===== config.mk =====
export PLATFORM = sky130hd
export DESIGN_NAME = dfs_image_ram
export DESIGN_NICKNAME = d
export VERILOG_FILES = /design/src/rtl/core/dfs_pkg.sv /design/src/rtl/core/dfs_image_ram.sv
export SDC_FILE = /design/constraint.sdc
export NUM_CORES = 1
export LEC_CHECK = 0
export ABC_AREA = 1
export BUFFER_PORTS_ARGS = -buffer_cell sky130_fd_sc_hd__buf_4
export CAP_MARGIN = 5
export CORE_ASPECT_RATIO = 0.7
export CORE_MARGIN = 5
export CORE_UTILIZATION = 45
export CTS_BUF_LIST = sky130_fd_sc_hd__clkbuf_4
export DETAILED_ROUTE_END_ITERATION = 10
export SYNTH_ARGS = -nofsm -noshare
export SYNTH_HDL_FRONTEND = slang
export SYNTH_SLANG_ARGS = --single-unit

===== constraint.sdc =====
create_clock -name clk_i -period 3.3 [get_ports clk_i]
set_input_delay 0.165 -clock clk_i [delete_from_list [all_inputs] [get_ports clk_i]]
set_output_delay 0.165 -clock clk_i [all_outputs]
set_load 0.005 [all_outputs]

===== src/rtl/core/dfs_pkg.sv =====
`timescale 1ns / 1ps
// ----------------------------------------------------------------------------
// dfs_pkg
// shared types, codes and render tables for the display frame sequencer
// ----------------------------------------------------------------------------
package dfs_pkg;

  localparam int unsigned FramesDefault = 12;
  localparam int unsigned NumChannels   = 7;
  localparam int unsigned WordsPerFrame = 6;
  localparam int unsigned ImageBytes    = 33;
  localparam int unsigned ImgAw         = 6;

  localparam logic [7:0] ADDR_CMD = 8'hC0;

  typedef enum logic [2:0] {
    CMD_HDR  = 3'd0,
    CMD_DATA = 3'd1,
    CMD_ARM  = 3'd2,
    CMD_TICK = 3'd3,
    CMD_HEAD = 3'd4
  } cmd_e;

  localparam logic [2:0] CH_ICONS = 3'd0;
  localparam logic [2:0] CH_STAR  = 3'd1;
  localparam logic [2:0] CH_DIGIT = 3'd2;
  localparam logic [2:0] CH_RING  = 3'd3;
  localparam logic [2:0] CH_GRID  = 3'd4;
  localparam logic [2:0] CH_DISC  = 3'd5;
  localparam logic [2:0] CH_LAST  = 3'd6;

  typedef enum logic [2:0] {
    ST_IDLE,
    ST_HDR,
    ST_DEC,
    ST_FETCH,
    ST_WRITE,
    ST_ADDR,
    ST_RD,
    ST_LOAD
  } state_e;

  typedef struct packed {
    logic [7:0]  dur;
    logic [3:0]  link;
    logic [15:0] ov;
  } hdr_t;

  localparam logic [5:0] ICON_ADDR [10] = '{6'd20, 6'd23, 6'd17, 6'd32, 6'd11,
                                            6'd14, 6'd8, 6'd5, 6'd2, 6'd29};
  localparam logic [5:0] STAR_ADDR [5]  = '{6'd12, 6'd9, 6'd6, 6'd3, 6'd0};
  localparam logic [5:0] DIGIT_ADDR [6] = '{6'd15, 6'd21, 6'd22, 6'd18, 6'd19, 6'd16};

  function automatic logic [3:0] rnd_count(input logic [2:0] ch);
    logic [3:0] n;
    unique case (ch)
      CH_ICONS: n = 4'd10;
      CH_STAR:  n = 4'd10;
      CH_DIGIT: n = 4'd6;
      CH_RING:  n = 4'd2;
      CH_GRID:  n = 4'd2;
      default:  n = 4'd1;
    endcase
    return n;
  endfunction

  function automatic logic [2:0] rnd_word(input logic [2:0] ch, input logic [3:0] step);
    logic [2:0] k;
    unique case (ch)
      CH_STAR:  k = step[3:1];
      CH_DIGIT: k = step[2:0];
      default:  k = 3'd0;
    endcase
    return k;
  endfunction

  function automatic logic [5:0] rnd_addr(input logic [2:0] ch, input logic [3:0] step);
    logic [5:0] a;
    unique case (ch)
      CH_ICONS: a = ICON_ADDR[step];
      CH_STAR:  a = STAR_ADDR[step[3:1]] + {5'd0, step[0]};
      CH_DIGIT: a = DIGIT_ADDR[step[2:0]];
      CH_RING:  a = step[0] ? 6'd31 : 6'd30;
      CH_GRID:  a = step[0] ? 6'd28 : 6'd27;
      CH_DISC:  a = 6'd24;
      default:  a = 6'd25;
    endcase
    return a;
  endfunction

  function automatic logic [7:0] rnd_byte(input logic [2:0] ch, input logic [3:0] step,
                                          input logic [15:0] w, input logic [15:0] ov);
    logic [7:0]  b;
    logic [15:0] v;
    v = w | ov;
    unique case (ch)
      CH_ICONS: b = {7'd0, w[step]};
      CH_STAR:  b = step[0] ? w[7:0] : w[15:8];
      CH_DIGIT: b = (step == 4'd0) ? w[7:0] : {w[7] | ov[4'(step - 4'd1)], w[6:0]};
      CH_RING:  b = step[0] ? v[15:8] : v[7:0];
      CH_GRID:  b = step[0] ? w[15:8] : w[7:0];
      CH_DISC:  b = w[7:0];
      default:  b = v[7:0];
    endcase
    return b;
  endfunction

endpackage


===== src/rtl/core/dfs_image_ram.sv =====
`timescale 1ns / 1ps
// ----------------------------------------------------------------------------
// dfs_image_ram
// display memory image, per-byte valid bits so reset reads as zero
// ----------------------------------------------------------------------------
module dfs_image_ram import dfs_pkg::*; (
  input  logic              clk_i,
  input  logic              rst_ni,
  input  logic              we_i,
  input  logic [ImgAw-1:0]  waddr_i,
  input  logic [7:0]        wdata_i,
  input  logic [ImgAw-1:0]  raddr_i,
  output logic [7:0]        rdata_o
);

  logic [7:0]            mem [ImageBytes];
  logic [ImageBytes-1:0] vld_q;

  always_ff @(posedge clk_i or negedge rst_ni) begin
    if (!rst_ni) begin
      vld_q <= '0;
    end else if (we_i) begin
      vld_q[waddr_i] <= 1'b1;
    end
  end

  always_ff @(posedge clk_i) begin
    if (we_i) begin
      mem[waddr_i] <= wdata_i;
    end
    rdata_o <= vld_q[raddr_i] ? mem[raddr_i] : 8'd0;
  end

endmodule


After elaboration in Yosys (flattened, before gate mapping):

Memories as Yosys holds them, arrays and structs flattened. A register that Yosys moved wholly into a read port is not among the register bits.
Index checks and enable logic that the tools add are counted.

* bits in registers: 33
* bits in writable memories: 264
* input bits: 23
* output and inout bits: 8
* word-level logic and storage cells: 14
* memories kept: 1

* $lt $le $gt $ge: 3
* mux-type cells: 6
* bitwise gates (word level): 1
* reduce and logical (&&, ||, !) cells: 2

Memory list
* mem: depth 33, bits a word 8, read ports 1, clocked after Yosys merged registers in 1, wr ports 1, line dfs_image_ram.sv:16 `logic [7:0] mem [ImageBytes];`

Operator list (number)
* $or A33 B33 Y33: 1
* $lt A6 B7 Y1 const B: 2
* $bmux W1 S6: 1
* $demux W1 S6: 1
* $ge A6 B1 Y1 const B: 1
* $mux W1: 4
* $logic_and A1 B1 Y1: 1
* $logic_not A1 Y1: 1

Logic depth before layout (Yosys ltp):

* word-level depth: 5
* mapped depth: 14
* depth with buffers taken out: 11

Worst setup path before layout:

Ideal clock, no wire load.

* kind: in2reg
* start point: in waddr_i[4]
* end point: mem mem[16][0] (enable)
* library setup time: 373 ps
* arrival time: 938 ps
* data required time: 2927 ps
* setup slack: 1988 ps
* stages on the path: 4
* path buffers: 0
* path through: inv_1 nor2_1 nand3_1 nor2_1

RTL lines
* start: declaration: line dfs_image_ram.sv:10 `input logic [ImgAw-1:0] waddr_i,`
* end: declaration: line dfs_image_ram.sv:16

No word-level cell before the write port.

==> results.ini <==
[floorplan]
design.die.area_um2 = 32000
die_w_um = 212
initial_core_util_pct = 45.9
fp-row-count = 51
io_pins = 31
core_area_um2 = 27900
die_h_um = 151

[critical_path]
startpoint_type = flip-flop
path_cells = or2_2 > nand3_1 > nand3_1 > nand3_1 > nand3_1 > a21oi_1 > dlygate4sd3_1 > nor2_1
end_kind = flip-flop
worstPathRequired_ns = 3.90
r2r_start = mem[20][7]
crit_fanout = 1
startpoint = mem[20][7]
path_common_cell = nand3_1
path_class = flip-flop to flip-flop
crit_slowest_cell = dlygate4sd3_1
critical-path-max-stage-delay_ns = 0.58
worst-path-buf-inv = 1
worstRegToRegCells = 8
cp.arrival_ns = 2.67
critical_path_cell_count = 8
path_delay_family = simple AND/OR/NAND/NOR gates

[clock_tree]
numCtsBuffers = 76
root_buffer = clkbuf_4
htree_levels = 3
cts_hold_buffers = 16
clk_latency_ns = 0.70
clock_path_buffers = 3
numClockSinks = 305
cts_tree = done
post_cts.repair.setup_buffers = 0
cts.clk_slew.worst_paths_ns = 0.07
post_cts_resized = 0

[synthesis]
synthAdderAreaFrac_pct = 0
synth_xor_area_share_pct = 0
synth.net_count = 1204
ys_types = 24
synth_area_um2 = 12800
ys_seq_area_share_pct = 69.5
yosys_warnings = 0
synth_top_family_by_area = simple AND/OR/NAND/NOR gates
synth.most_common_cell = nand2_1
synthTopCellsByArea = edfxtp_1 (62%), nand2_1 (11%), nand3_1 (6.9%)
synth-compound-area-share_pct = 1.93
ys_top_cells_by_count = nand2_1 (369), edfxtp_1 (264), nand3_1 (178)
yosys-mux-area-fraction_pct = 0
synth_top_cell_by_area = edfxtp_1
syn_inst = 1181
synth_top_cell_area_share_pct = 61.8
async_flop_share_pct = 10.8
synth_edf_count = 264
synthSimpleGateAreaFrac_pct = 22.8
syn_area_per_cell_um2 = 10.9
ys_seq_elements = 305
ys.flop_type = edfxtp_1

[grt]
grt_pass1_wl_um = 51100
grt-ovfl-total = 0
grt_max_degree = 158
globalRouteTotalUtil_pct = 21.1
antenna_found_initial = 1
first_global_vias = 8584

[route]
post_drt_wl_per_cell_um = 19.6
via_per_inst = 5.18
vias = 8763
ant_nets = 0
first_pass_iters = 6
drt_iter0_markers = 912
drc = 0
routed_wirelength_um = 33200

[timing]
skew_ns = 0.0407
fmax_ghz = 0.483
rsz0062_at_grt = false
period_share_pct = 62.8
relSlewSlack_pct = 30.3
worst_pin_slew_ns = 1.04
setup_tns_ns = 0
setup_viol = 0
final-max-slew-violation-count = 0
layout_min_cycle_time_ns = 2.07
setup_ws_ns = 1.23
finalHoldViolCount = 0

[layout]
nNetsFinal = 1279
final_cells = 1691
finalInstanceArea_um2 = 14400
drive_gt1_share_pct = 15.8
area_delta_synth_final_pct = 11.9

[place]
dp.cells = 1533
dp_slack_ns = 1.15
placed_cell_area_um2 = 13200
port_buffers = 30
place_congestion = 0.819
dp_hpwl_um = 19200

[power]
peakVddDrop_mv = 0.356
p_leak_nw = 5.81
power.density_nw_per_um2 = 568

[flow_run]
cap_violations = 0

[worst_hold_path]
hold_class = input port to flip-flop
hold_depth = 7
min_from = raddr_i[3]

[outcome]
status = finished clean

kinds of logic after synthesis:
group	after synthesis
buffers and inverters	141
and+or+nand+nor	691
AOI/OAI and AO/OA	44
DFF	305
registers in the layout, summed over array words and instances, names as in the netlist:
name	flops
mem	264
rdata_o	8
vld_q	33
area by class of cell:
type | count | area [µm²]
diodes | 1 | 2.50
clock buffers | 115 | 863
clock inverters | 26 | 126
fillers | 2523 | 13600
inverters | 82 | 313
multi-input cells | 735 | 3180
flip-flops and latches | 305 | 8910
well taps | 371 | 464
repair buffers | 56 | 495
metal layers:
layer,up-vias,global-route usage [%],wire length [µm]
met5,-,0,0
met4,0,5.89,530
met3,59,6.27,2970
met2,344,30.8,14200
met1,4197,31.0,15500
li1,4163,-,-
per-stage QoR:
step / utilization (%) / power, mW / hold WS, ns
finish: 51.4 / 8.15 / 0.0795
global route: 51.4 / 8.53 / 0.106
CTS: 51.3 / 8.23 / 0.0220
detailed placement: 47.2 / 5.01 / 0.154
global placement: 47.2 / 5.00 / 0.156
floorplan: - / 4.78 / -0.131
worst min-delay path, delay by kind of cell:
| family | cells | cell delay (ns) |
|---|---|---|
| buf+inv | 1 | 0.20 |
| simple gates | 6 | 0.37 |
path summary, 6_finish.rpt:
path / end / slack, ns
worst max-delay path: rdata_o[7] / 1.23
worst min-delay path: rdata_o[1] / 0.08
worst max register to register: rdata_o[7] / 1.23
worst min register to register: vld_q[26] / 0.47
max in group asynchronous: vld_q[26] / 2.59
min in group asynchronous: vld_q[13] / 0.51
power breakdown:
group	switching, mW	total, mW	internal [mW]
clock	1.53	3.20	1.68
combinational	0.407	0.611	0.205
sequential	0.0452	4.34	4.29
cell usage in the layout (no fill, tap or decap):
cell type / count
dlygate4sd3_1: 15
nand4_1: 1
nor4_1: 1
nor3_1: 1
dfxtp_1: 8
nor2_1: 99
o211ai_1: 11
nand2_2: 1
or2_2: 41
dfrtp_1: 33
clkinv_1: 21
buf_12: 3
o21ai_0: 28
edfxtp_1: 264
nand3_1: 178
bufinv_16: 1
inv_6: 1
a21oi_1: 5
inv_2: 6
diode_2: 1
nand2_1: 369
clkinv_2: 2
inv_1: 77
buf_4: 38
clkbuf_4: 115
(Power assumes the default switching activity.)
